$ cat src/rtl/core/paired_device_key_store_macros.svh
// Assertion shorthands shared by the key store RTL.
// Each expects clk and arst_n in scope.
`ifndef PAIRED_DEVICE_KEY_STORE_MACROS_SVH
`define PAIRED_DEVICE_KEY_STORE_MACROS_SVH

// Condition holds at every clock edge out of reset.
`define PDKS_ASSERT(lbl, cond, msg) \
	lbl: assert property (@(posedge clk) disable iff (!arst_n) (cond)) else $error(msg);

// Consequent holds in the cycle after the antecedent.
`define PDKS_ASSERT_NEXT(lbl, ante, cons, msg) \
	lbl: assert property (@(posedge clk) disable iff (!arst_n) (ante) |=> (cons)) \
		else $error(msg);

`endif

$ cat src/rtl/core/pdks_pkg.sv
package pdks_pkg;

	localparam int ADDR_W  = 48;
	localparam int KEY_W   = 64;
	localparam int CMD_W   = 2;
	localparam int COUNT_W = 4;

	typedef enum logic [CMD_W-1:0] {
		CMD_SAVE     = 2'd0,
		CMD_LOOKUP   = 2'd1,
		CMD_DELETE   = 2'd2,
		CMD_SET_LAST = 2'd3
	} pdks_cmd_t;

	// one stored pairing: address plus 128-bit link key
	typedef struct packed {
		logic [ADDR_W-1:0] addr;
		logic [KEY_W-1:0]  key_high;
		logic [KEY_W-1:0]  key_low;
	} pdks_entry_t;

endpackage

$ cat src/rtl/core/pdks_table.sv
// Entry RAM: one write port, one read port, registered read.
// Per-entry valid flops give the all-zero reset image.
module pdks_table #(
	parameter int ENTRIES = 8
) (
	input  logic                              clk,
	input  logic                              arst_n,
	input  logic                              rd_en,
	input  logic [$clog2(ENTRIES)-1:0]        rd_addr,
	output pdks_pkg::pdks_entry_t             rd_entry,
	input  logic                              wr_en,
	input  logic [$clog2(ENTRIES)-1:0]        wr_addr,
	input  pdks_pkg::pdks_entry_t             wr_entry
);
	import pdks_pkg::*;

	pdks_entry_t mem [ENTRIES];
	logic [ENTRIES-1:0] valid_q;
	pdks_entry_t rd_data_q;
	logic rd_valid_q;

	always_ff @(posedge clk) begin
		if (wr_en) begin
			mem[wr_addr] <= wr_entry;
		end
		if (rd_en) begin
			rd_data_q <= mem[rd_addr];
		end
	end

	always_ff @(posedge clk or negedge arst_n) begin
		if (!arst_n) begin
			valid_q    <= '0;
			rd_valid_q <= 1'b0;
		end else begin
			if (wr_en) begin
				valid_q[wr_addr] <= 1'b1;
			end
			if (rd_en) begin
				rd_valid_q <= valid_q[rd_addr];
			end
		end
	end

	// never-written slots read as zero
	assign rd_entry = rd_valid_q ? rd_data_q : '0;

endmodule

$ cat src/rtl/core/paired_device_key_store.sv
// Paired device key store. Holds up to ENTRIES device addresses with their
// 128-bit link keys in a single-port-write, registered-read entry RAM and
// runs one command at a time: save, lookup, delete or set-last-connected.
// A command is taken at a clock edge with start high and busy low; busy
// rises the next cycle. done is high for exactly one cycle, with the result
// on the result ports, and the receiver cannot stall it: sample it then
// or lose it. busy is already low in the done cycle, so the next command
// may be issued there. The search reads slots one per cycle, at least one,
// and a delete then moves any used entries above its hit down one per
// cycle. Set-last-connected and any command on an empty table finish at
// the first slot check. The RAM read port sets the pace: the compare of
// one slot overlaps the read of the next. After reset the table reads as
// all zero at once (per-slot valid flops), so there is no clearing pass.
// last_address, last_valid and paired_count show the state after the
// command; the key outputs are zero unless a lookup hits.
`include "paired_device_key_store_macros.svh"

module paired_device_key_store #(
	parameter int ENTRIES = 8
) (
	input  logic                            clk,
	input  logic                            arst_n,
	input  logic                            start,
	output logic                            busy,
	input  logic [pdks_pkg::CMD_W-1:0]      command,
	input  logic [pdks_pkg::ADDR_W-1:0]     device_address,
	input  logic [pdks_pkg::KEY_W-1:0]      key_high,
	input  logic [pdks_pkg::KEY_W-1:0]      key_low,
	output logic                            done,
	output logic                            hit,
	output logic [pdks_pkg::KEY_W-1:0]      found_key_high,
	output logic [pdks_pkg::KEY_W-1:0]      found_key_low,
	output logic [pdks_pkg::ADDR_W-1:0]     last_address,
	output logic                            last_valid,
	output logic [pdks_pkg::COUNT_W-1:0]    paired_count
);
	import pdks_pkg::*;

	localparam int IW = $clog2(ENTRIES);       // slot index
	localparam int CW = $clog2(ENTRIES + 1);   // count, holds ENTRIES itself

	typedef enum logic [2:0] {
		S_IDLE  = 3'b001,
		S_CHECK = 3'b010,   // compare slot idx, read ahead idx+1
		S_SHIFT = 3'b100    // copy slot idx+1 down into idx
	} state_t;

	state_t state_q, state_d;

	// control state
	logic [IW-1:0]     idx_q, idx_d;
	logic [CW-1:0]     count_q, count_d;
	logic [IW-1:0]     slot_q, slot_d;      // ring slot for new entries
	logic [ADDR_W-1:0] last_q, last_d;
	logic              done_q;

	// latched command
	pdks_cmd_t         cmd_q;
	logic [ADDR_W-1:0] addr_q;
	logic [KEY_W-1:0]  kh_q, kl_q;

	// result
	logic              hit_q;
	logic [KEY_W-1:0]  fkh_q, fkl_q;

	// RAM port
	logic              rd_en, wr_en;
	logic [IW-1:0]     rd_addr, wr_addr;
	pdks_entry_t       rd_entry, wr_entry;

	// decode
	logic              finish, del_done, res_hit;
	logic [KEY_W-1:0]  res_kh, res_kl;
	logic              match, in_range, more_used, more_all, last_used, shift_more;
	logic [CW:0]       idx_w, cnt_w, ent_w, slot_w;
	logic [CW-1:0]     cnt_m1;
	logic [CW+3:0]     count_x;

	pdks_table #(
		.ENTRIES (ENTRIES)
	) u_table (
		.clk      (clk),
		.arst_n   (arst_n),
		.rd_en    (rd_en),
		.rd_addr  (rd_addr),
		.rd_entry (rd_entry),
		.wr_en    (wr_en),
		.wr_addr  (wr_addr),
		.wr_entry (wr_entry)
	);

	assign idx_w  = (CW+1)'(idx_q);
	assign cnt_w  = (CW+1)'(count_q);
	assign ent_w  = (CW+1)'(ENTRIES);
	assign slot_w = (CW+1)'(slot_q);
	assign cnt_m1 = count_q - CW'(1);

	assign match      = (rd_entry.addr == addr_q);
	assign in_range   = (idx_w < cnt_w);
	assign more_used  = (idx_w + (CW+1)'(1) < cnt_w);
	assign more_all   = (idx_w + (CW+1)'(1) < ent_w);
	assign last_used  = (idx_w + (CW+1)'(1) == cnt_w);
	assign shift_more = (idx_w + (CW+1)'(2) < cnt_w);

	// Reads never target a slot being written in the same cycle: the search
	// writes only when it stops, and the shift reads two slots ahead of its
	// write, so no forwarding path is needed.
	always_comb begin
		state_d  = state_q;
		idx_d    = idx_q;
		count_d  = count_q;
		slot_d   = slot_q;
		last_d   = last_q;
		finish   = 1'b0;
		del_done = 1'b0;
		res_hit  = 1'b0;
		res_kh   = '0;
		res_kl   = '0;
		rd_en    = 1'b0;
		rd_addr  = '0;
		wr_en    = 1'b0;
		wr_addr  = idx_q;
		wr_entry = '{addr: addr_q, key_high: kh_q, key_low: kl_q};

		unique case (state_q)
			S_IDLE: begin
				if (start) begin
					rd_en   = 1'b1;
					rd_addr = '0;
					idx_d   = '0;
					state_d = S_CHECK;
				end
			end
			S_CHECK: begin
				unique case (cmd_q)
					CMD_SAVE: begin
						last_d = addr_q;
						if (in_range && match) begin
							// refresh key in place
							wr_en   = 1'b1;
							res_hit = 1'b1;
							finish  = 1'b1;
						end else if (more_used) begin
							rd_en   = 1'b1;
							rd_addr = idx_q + IW'(1);
							idx_d   = idx_q + IW'(1);
						end else begin
							// new entry at the ring slot; once full it overwrites what is there
							wr_en   = 1'b1;
							wr_addr = slot_q;
							slot_d  = (slot_w + (CW+1)'(1) >= ent_w) ? '0 : slot_q + IW'(1);
							if (cnt_w < ent_w) begin
								count_d = count_q + CW'(1);
							end
							finish  = 1'b1;
						end
					end
					CMD_LOOKUP: begin
						if (in_range && match) begin
							res_hit = 1'b1;
							res_kh  = rd_entry.key_high;
							res_kl  = rd_entry.key_low;
							finish  = 1'b1;
						end else if (more_used) begin
							rd_en   = 1'b1;
							rd_addr = idx_q + IW'(1);
							idx_d   = idx_q + IW'(1);
						end else begin
							finish  = 1'b1;
						end
					end
					CMD_DELETE: begin
						// search covers every slot, stale ones included
						if (count_q == '0) begin
							finish = 1'b1;
						end else if (match) begin
							if (last_used) begin
								wr_en    = 1'b1;
								wr_entry = '0;
								del_done = 1'b1;
							end else if (more_used) begin
								rd_en   = 1'b1;
								rd_addr = idx_q + IW'(1);
								state_d = S_SHIFT;
							end else begin
								// stale hit above the used range: nothing moves
								del_done = 1'b1;
							end
						end else if (more_all) begin
							rd_en   = 1'b1;
							rd_addr = idx_q + IW'(1);
							idx_d   = idx_q + IW'(1);
						end else begin
							finish = 1'b1;
						end
					end
					CMD_SET_LAST: begin
						last_d = addr_q;
						finish = 1'b1;
					end
					default: begin
						finish = 1'b1;
					end
				endcase
			end
			S_SHIFT: begin
				// old last used slot keeps its contents
				wr_en    = 1'b1;
				wr_entry = rd_entry;
				idx_d    = idx_q + IW'(1);
				if (shift_more) begin
					rd_en   = 1'b1;
					rd_addr = idx_q + IW'(2);
				end else begin
					del_done = 1'b1;
				end
			end
			default: begin
				state_d = S_IDLE;
			end
		endcase

		if (del_done) begin
			res_hit = 1'b1;
			count_d = cnt_m1;
			slot_d  = cnt_m1[IW-1:0];
			if (last_q == addr_q) begin
				last_d = '0;
			end
			finish  = 1'b1;
		end

		if (finish) begin
			state_d = S_IDLE;
		end
	end

	always_ff @(posedge clk or negedge arst_n) begin
		if (!arst_n) begin
			state_q <= S_IDLE;
			idx_q   <= '0;
			count_q <= '0;
			slot_q  <= '0;
			last_q  <= '0;
			done_q  <= 1'b0;
		end else begin
			state_q <= state_d;
			idx_q   <= idx_d;
			count_q <= count_d;
			slot_q  <= slot_d;
			last_q  <= last_d;
			done_q  <= finish;
		end
	end

	always_ff @(posedge clk) begin
		if (state_q == S_IDLE && start) begin
			cmd_q  <= pdks_cmd_t'(command);
			addr_q <= device_address;
			kh_q   <= key_high;
			kl_q   <= key_low;
		end
		if (finish) begin
			hit_q <= res_hit;
			fkh_q <= res_kh;
			fkl_q <= res_kl;
		end
	end

	assign count_x = (CW+4)'(count_q);

	assign busy           = (state_q != S_IDLE);
	assign done           = done_q;
	assign hit            = hit_q;
	assign found_key_high = fkh_q;
	assign found_key_low  = fkl_q;
	assign last_address   = last_q;
	assign last_valid     = (count_q != '0);
	assign paired_count   = count_x[COUNT_W-1:0];

	`PDKS_ASSERT(a_count_bound, count_q <= CW'(ENTRIES), "paired count above table size")
	`PDKS_ASSERT_NEXT(a_accept_busy, start && !busy, busy, "accepted item did not raise busy")
	`PDKS_ASSERT(a_count_with_done, $stable(count_q) || done, "count moved without a result")
	`PDKS_ASSERT(a_miss_zero_key, !done || hit || (found_key_high == '0 && found_key_low == '0),
		"key returned without a hit")
	`PDKS_ASSERT_NEXT(a_done_pulse, done, !done, "result strobe held over two cycles")

endmodule

$ cat config.mk
export PLATFORM = sky130hd
export DESIGN_NAME = paired_device_key_store
export DESIGN_NICKNAME = d
export VERILOG_FILES = /design/src/rtl/core/pdks_pkg.sv /design/src/rtl/core/pdks_table.sv /design/src/rtl/core/paired_device_key_store.sv
export VERILOG_INCLUDE_DIRS = /design/src /design/src/rtl/core
export SDC_FILE = /design/constraint.sdc
export NUM_CORES = 2
export LEC_CHECK = 0
export ABC_AREA = 1
export BUFFER_PORTS_ARGS = -buffer_cell sky130_fd_sc_hd__buf_2
export CORE_ASPECT_RATIO = 0.9
export CORE_UTILIZATION = 41
export DETAILED_ROUTE_END_ITERATION = 7
export PLACE_DENSITY_LB_ADDON = 0.08
export SYNTH_ARGS = -nofsm -noshare
export SYNTH_HDL_FRONTEND = slang
export SYNTH_HIERARCHICAL = 1
export SYNTH_SLANG_ARGS = --single-unit
$ cat constraint.sdc
create_clock -name clk -period 17.71 [get_ports clk]
set_clock_uncertainty 0.05 [all_clocks]
set_input_delay 2.6565 -clock clk [delete_from_list [all_inputs] [get_ports clk]]
set_output_delay 2.6565 -clock clk [all_outputs]
set_load 0.05 [all_outputs]
Word-level counts from Yosys, hierarchy flattened
Memory sizes are Yosys's and may differ from the RTL's. A register that Yosys moved wholly into a read port is not among the register bits.
Cells that the tools add are included.
Widths: inputs -> output; s select.
{ "totals": {"mem_bits_rw": 1408, "elab_cells": 166, "mem_count": 1, "regBits": 378} }
{ "classes": {"eq_ne": 26, "reduce_logical": 17, "addsub": 8, "n_mux": 89, "n_bitwise": 1, "n_lt_le_gt_ge": 9} }
{ "mem_list": {"columns": ["name", "words", "width", "read_ports", "rd_clocked_by_memory_dff", "wr", "line", "source"], "rows": [
  ["u_table.mem", 8, 176, 1, 1, 1, "pdks_table.sv:17", "pdks_entry_t mem [ENTRIES];"]
]} }
{ "ops": {"columns": ["operator", "n"], "rows": [
  ["$mux 176", 5],
  ["$pmux 176 s2", 1],
  ["$mux 48", 4],
  ["$eq 48x48->1", 2],
  ["$mux 3", 30],
  ["$ne 3x3->1 const B", 12],
  ["$mux 1", 30],
  ["$mux 4", 6],
  ["$pmux 3 s2", 3],
  ["$pmux 3 s3", 2],
  ["$add 3x1->4 const B", 2],
  ["$lt 3x4->1 const B", 2],
  ["$ne 2x2->1 const B", 4],
  ["$or 8x8->8", 1],
  ["$pmux 1 s2", 4],
  ["$reduce_and 8->1", 1],
  ["$reduce_and 7->1", 1],
  ["$add 3x1->3 const B", 2],
  ["$pmux 1 s3", 2],
  ["$reduce_bool 2->1", 3],
  ["$lt 5x4->1", 1],
  ["$lt 5x4->1 const B", 1],
  ["$reduce_and 5->1", 1],
  ["$add 3x2->4 const B", 1],
  ["other kinds (25)", 29]
]} }

Logic depth before layout (Yosys ltp)
{ "depth": {"ltp_word": 11, "ltp_mapped": 29, "mapped_depth_nobuf": 22} }

Cells and area by module
The synthesis kept the hierarchy.
{ "by_module_without_submodules": {"columns": ["mod", "n_inst", "area_per_inst_um2", "cells_per_inst"], "rows": [
  ["pdks_table", 1, 61602.8, 4757],
  ["paired_device_key_store", 1, 16833.6, 1632]
]} }

Least setup slack after synthesis
No wires, ideal clock.
{ "synth_timing": {"kind": "register to register", "from": "register count_q[0], in the netlist paired_count[0]", "to": "memory u_table/mem[2][0] (netlist bit), enable pin", "path_stages_with_launch": 13, "setup_time_ps": 715, "arrival_time_ps": 9797, "synth_period_minus_slack_ps": 10562, "setup_slack_ps": 7148, "path_cell_list": "dfrtp_1 inv_1 ha_1 inv_1 nor2_1 nand2_1 nand2_1 nor2_1 nand2_1 a21boi_0 o21ai_0 nand2_1 nor2_1"} }
{ "synth_via": {"elab_chain_cells": 8, "elab_cells_between_ends": 18} }
{ "synth_lines": {"columns": ["item", "line", "source"], "rows": [
  ["start: declaration", "paired_device_key_store.sv:52", "logic [CW-1:0] count_q, count_d;"],
  ["start signal: assignment", "paired_device_key_store.sv:249", "count_q <= count_d;"],
  ["branches (longest 4 deep; another with $lt 5x4->1)", null, null],
  ["$pmux 1 s2 (*)", "paired_device_key_store.sv:135", "unique case (cmd_q)"],
  ["$pmux 1 s2 (*)", "paired_device_key_store.sv:125", "unique case (state_q)"],
  ["named net wr_en", "paired_device_key_store.sv:67", "logic rd_en, wr_en;"],
  ["$mux 1 (*)", "pdks_table.sv:23", "if (wr_en) begin"],
  ["$mux 1 (implied by the code) (*)", "pdks_table.sv:24", "mem[wr_addr] <= wr_entry;"],
  ["end: declaration", "pdks_table.sv:17", null]
]} }
Mark *: on every way through the listed nets, which the timed path passes.

==> metrics.yaml <==
hold_violations: 0
critical_path.startpoint_type: "flop"
holdPathStages: 2
cpPeakStageDelay_ns: 0.88
dpl.cell_count: 8991
clk_path_buf_depth: 3
synth_top_area_cell: "edfxtp_1"
first_pass_iters: 6
power.total_mw: 14.02
vias: 48550
irDropWorstVdd_mv: 0.1193
final_nets: 6873
synth.distinct_cells: 39
finish.utilization_pct: 47.06
synthTopCellsByArea: "edfxtp_1 72%, nor2_1 5.3%, nand2_1 4.4%, o21ai_0 3.5%, o21ai_1 2.7%"
fin_setup_tns_ns: 0
grt_overflow: 0
routed_wl_mm: 209.7
drt_iter0_drc: 4195
wl_per_cell_um: 22.37
arrival_ns: 8.48
port_buffers: 364
first_global_vias: 47560
grt_max_degree: 214
synth_seq_cells: 1962
fmax_mhz: 127.5
post-place-ws_ns: 9.929
yosysTopAreaCellShare_pct: 72.40
post-cts-setup-buffer-count: 0
nFillCells: 17140
grt_first_pass_wirelength_mm: 313.1
synth_nets: 6589
drc: 0
stdcell_count: 9377
clkLatencyLatePin_ns: 0.85
n_antenna_cell: 0
core_um2: 189100
drtAntennaViolNets: 0
power.leakage_nw: 32.72
setup_viol: 0
dieHeight_um: 416.9
floorplan.die_area_um2: 193100
die_w_um: 463.0
cp.required_ns: 18.35
cts-root-buf: "clkbuf_16"
h-tree-depth: 4
endpoint_kind: "flop"
ctsResizeCount: 0
gp_congestion: 0.7806
ys_warn_count: 6
cap_violations: 0
cpMostUsedCell: "nand2_1"
numCtsBuffers: 204
start_util_pct: 41.47
reg2reg_depth: 27
vias_per_cell: 5.177
area_delta_synth_final_pct: 13.46
crit_path_top_delay_cell: "buf_4"
power.density_nw_per_um2: 157.6
antenna_found_initial: 2
max_slew_margin_pct: 16.36
rsz0062_at_grt: "false"
io_pins: 365
fin_crit_sh_pct: 44.27
synth_area_per_cell_um2: 12.28
finalWorstSetupSlack_ns: 9.869
grt_use_total_pct: 21.48
slew_viol_final: 0
rows: 151
cts_sinks: 1962
holdBufCountCts: 0
yosysSeqAreaShare_pct: 74.66
hp-class: "flop to flop"
syn_area_um2: 78440
cts_tree: "built"
min_period_ns: 7.841
dp_hpwl_mm: 109.9
cp_max_fo: 90
drive_gt1_share_pct: 11.18
netlist_instances: 6389
status: "complete, no violations"
path_class: "flop to flop"
clkTransAtPathRegs_ns: 0.06
tightest_slew_ns: 1.250
## final timing paths
path,slack [ns],start,to
max in group asynchronous,14.79,arst_n,last_address[11]
min in group asynchronous,1.67,arst_n,idx_q[1]
setup reg to reg,9.87,u_table/rd_valid_q,u_table/rd_data_q[107]
setup / recovery,9.87,u_table/rd_valid_q,u_table/rd_data_q[107]
hold reg to reg,0.41,u_table/valid_q[4],u_table/valid_q[4]
hold / removal,0.41,u_table/valid_q[4],u_table/valid_q[4]
## through the flow
stage	hold slack, ns	instance area, um2
6_report	0.4079	88990
5_1_grt	0.4310	88990
4_1_cts	0.4074	88990
3_5_place_dp	0.3940	82440
3_3_place_gp	0.3989	82440
2_1_floorplan	0.3774	78440
## cells by family (layout without fill, tap and decap cells)
family          after synthesis  in the layout  share of synthesized area, %
simple gates               2100           2100                         10.26
flops                      1962           1962                         74.66
compound gates             1312           1312                         8.923
buf+inv                     918           1382                         4.985
xor+xnor                     78             78                        0.8710
fa+ha+maj                    19             19                        0.3031
## power by group
part	total, mW	switching [mW]	internal, mW
sequential	6.48	0.284	6.20
combinational	3.33	2.60	0.731
clock	4.21	1.83	2.38
total	14.0	4.71	9.31
## synthesized netlist by cell type
cell type  count
nor3_1         4
o22ai_1      325
nor3_4         2
clkinv_2       1
buf_6         25
buf_8          1
clkbuf_1     203
or2_2          6
dfrtp_1       70
nand2_1      927
nor2_2         2
a21oi_1        6
a21o_1         1
dfstp_2        1
o211ai_1       3
o21bai_1       1
o21ai_0      550
xor2_1        27
inv_2          3
nor4_1         4
a21oi_2        1
buf_2         82
buf_4         39
a2111oi_0      2
buf_1          2
xnor2_1       51
clkinv_1       2
nor2_1      1101
edfxtp_1    1891
inv_4          1
a21boi_0       1
nand3_2        1
clkbuf_2      10
inv_1        549
ha_1          19
nand4_1       22
o21ai_1      422
nand3_1       30
nand2_2        1
## area by class of cell
type                    count  area, um2  share of cell area (%)
well taps                2524       3158                   3.549
repair buffers            440       2482                   2.789
flip-flops and latches   1962      58570                   65.81
inverters                 556       2126                   2.389
multi-input cells        3509      16110                   18.10
clock buffers             269       5450                   6.124
clock inverters           117       1102                   1.239
## metal layers
metal  vias up  GRT usage, %  wire length, um
li1      22780             -                -
met1     24310         31.13            98110
met2      1216         34.54            98410
met3       243         2.765             9506
met4         0         4.843             3716
met5         -             0                0
## cells in the final DEF, fill, tap and decap left out, drive strengths merged
master	instances
a2111oi	2
buf	440
o22ai	325
nand2	928
nand3	31
or2	6
nor2	1103
xnor2	51
dfrtp	70
nand4	22
o211ai	3
inv	563
clkbuf	269
a21o	1
ha	19
o21bai	1
bufinv	14
a21boi	1
edfxtp	1891
nor4	4
o21ai	972
xor2	27
nor3	6
clkinv	92
a21oi	7
dfstp	1
clkinvlp	4
## state kept, by name, indices dropped and copies added, names as in the netlist
signal / cells
state_q: 3
cmd_q: 2
hit: 1
idx_q: 3
u_table/rd_data_q: 176
found_key_high: 64
slot_q: 3
u_table/rd_valid_q: 1
kh_q: 64
u_table/valid_q: 8
addr_q: 48
found_key_low: 64
paired_count: 4
u_table/mem: 1408
done: 1
last_address: 48
kl_q: 64
## critical path, delay by kind of cell (launching register included)
family,cells,cell delay [ns]
AND/OR/NAND/NOR,16,1.60
AO/OA/AOI/OAI,4,0.74
buffers and inverters,7,4.33
flip-flops,1,0.62
Note: power is estimated with default switching activity, not from simulation.
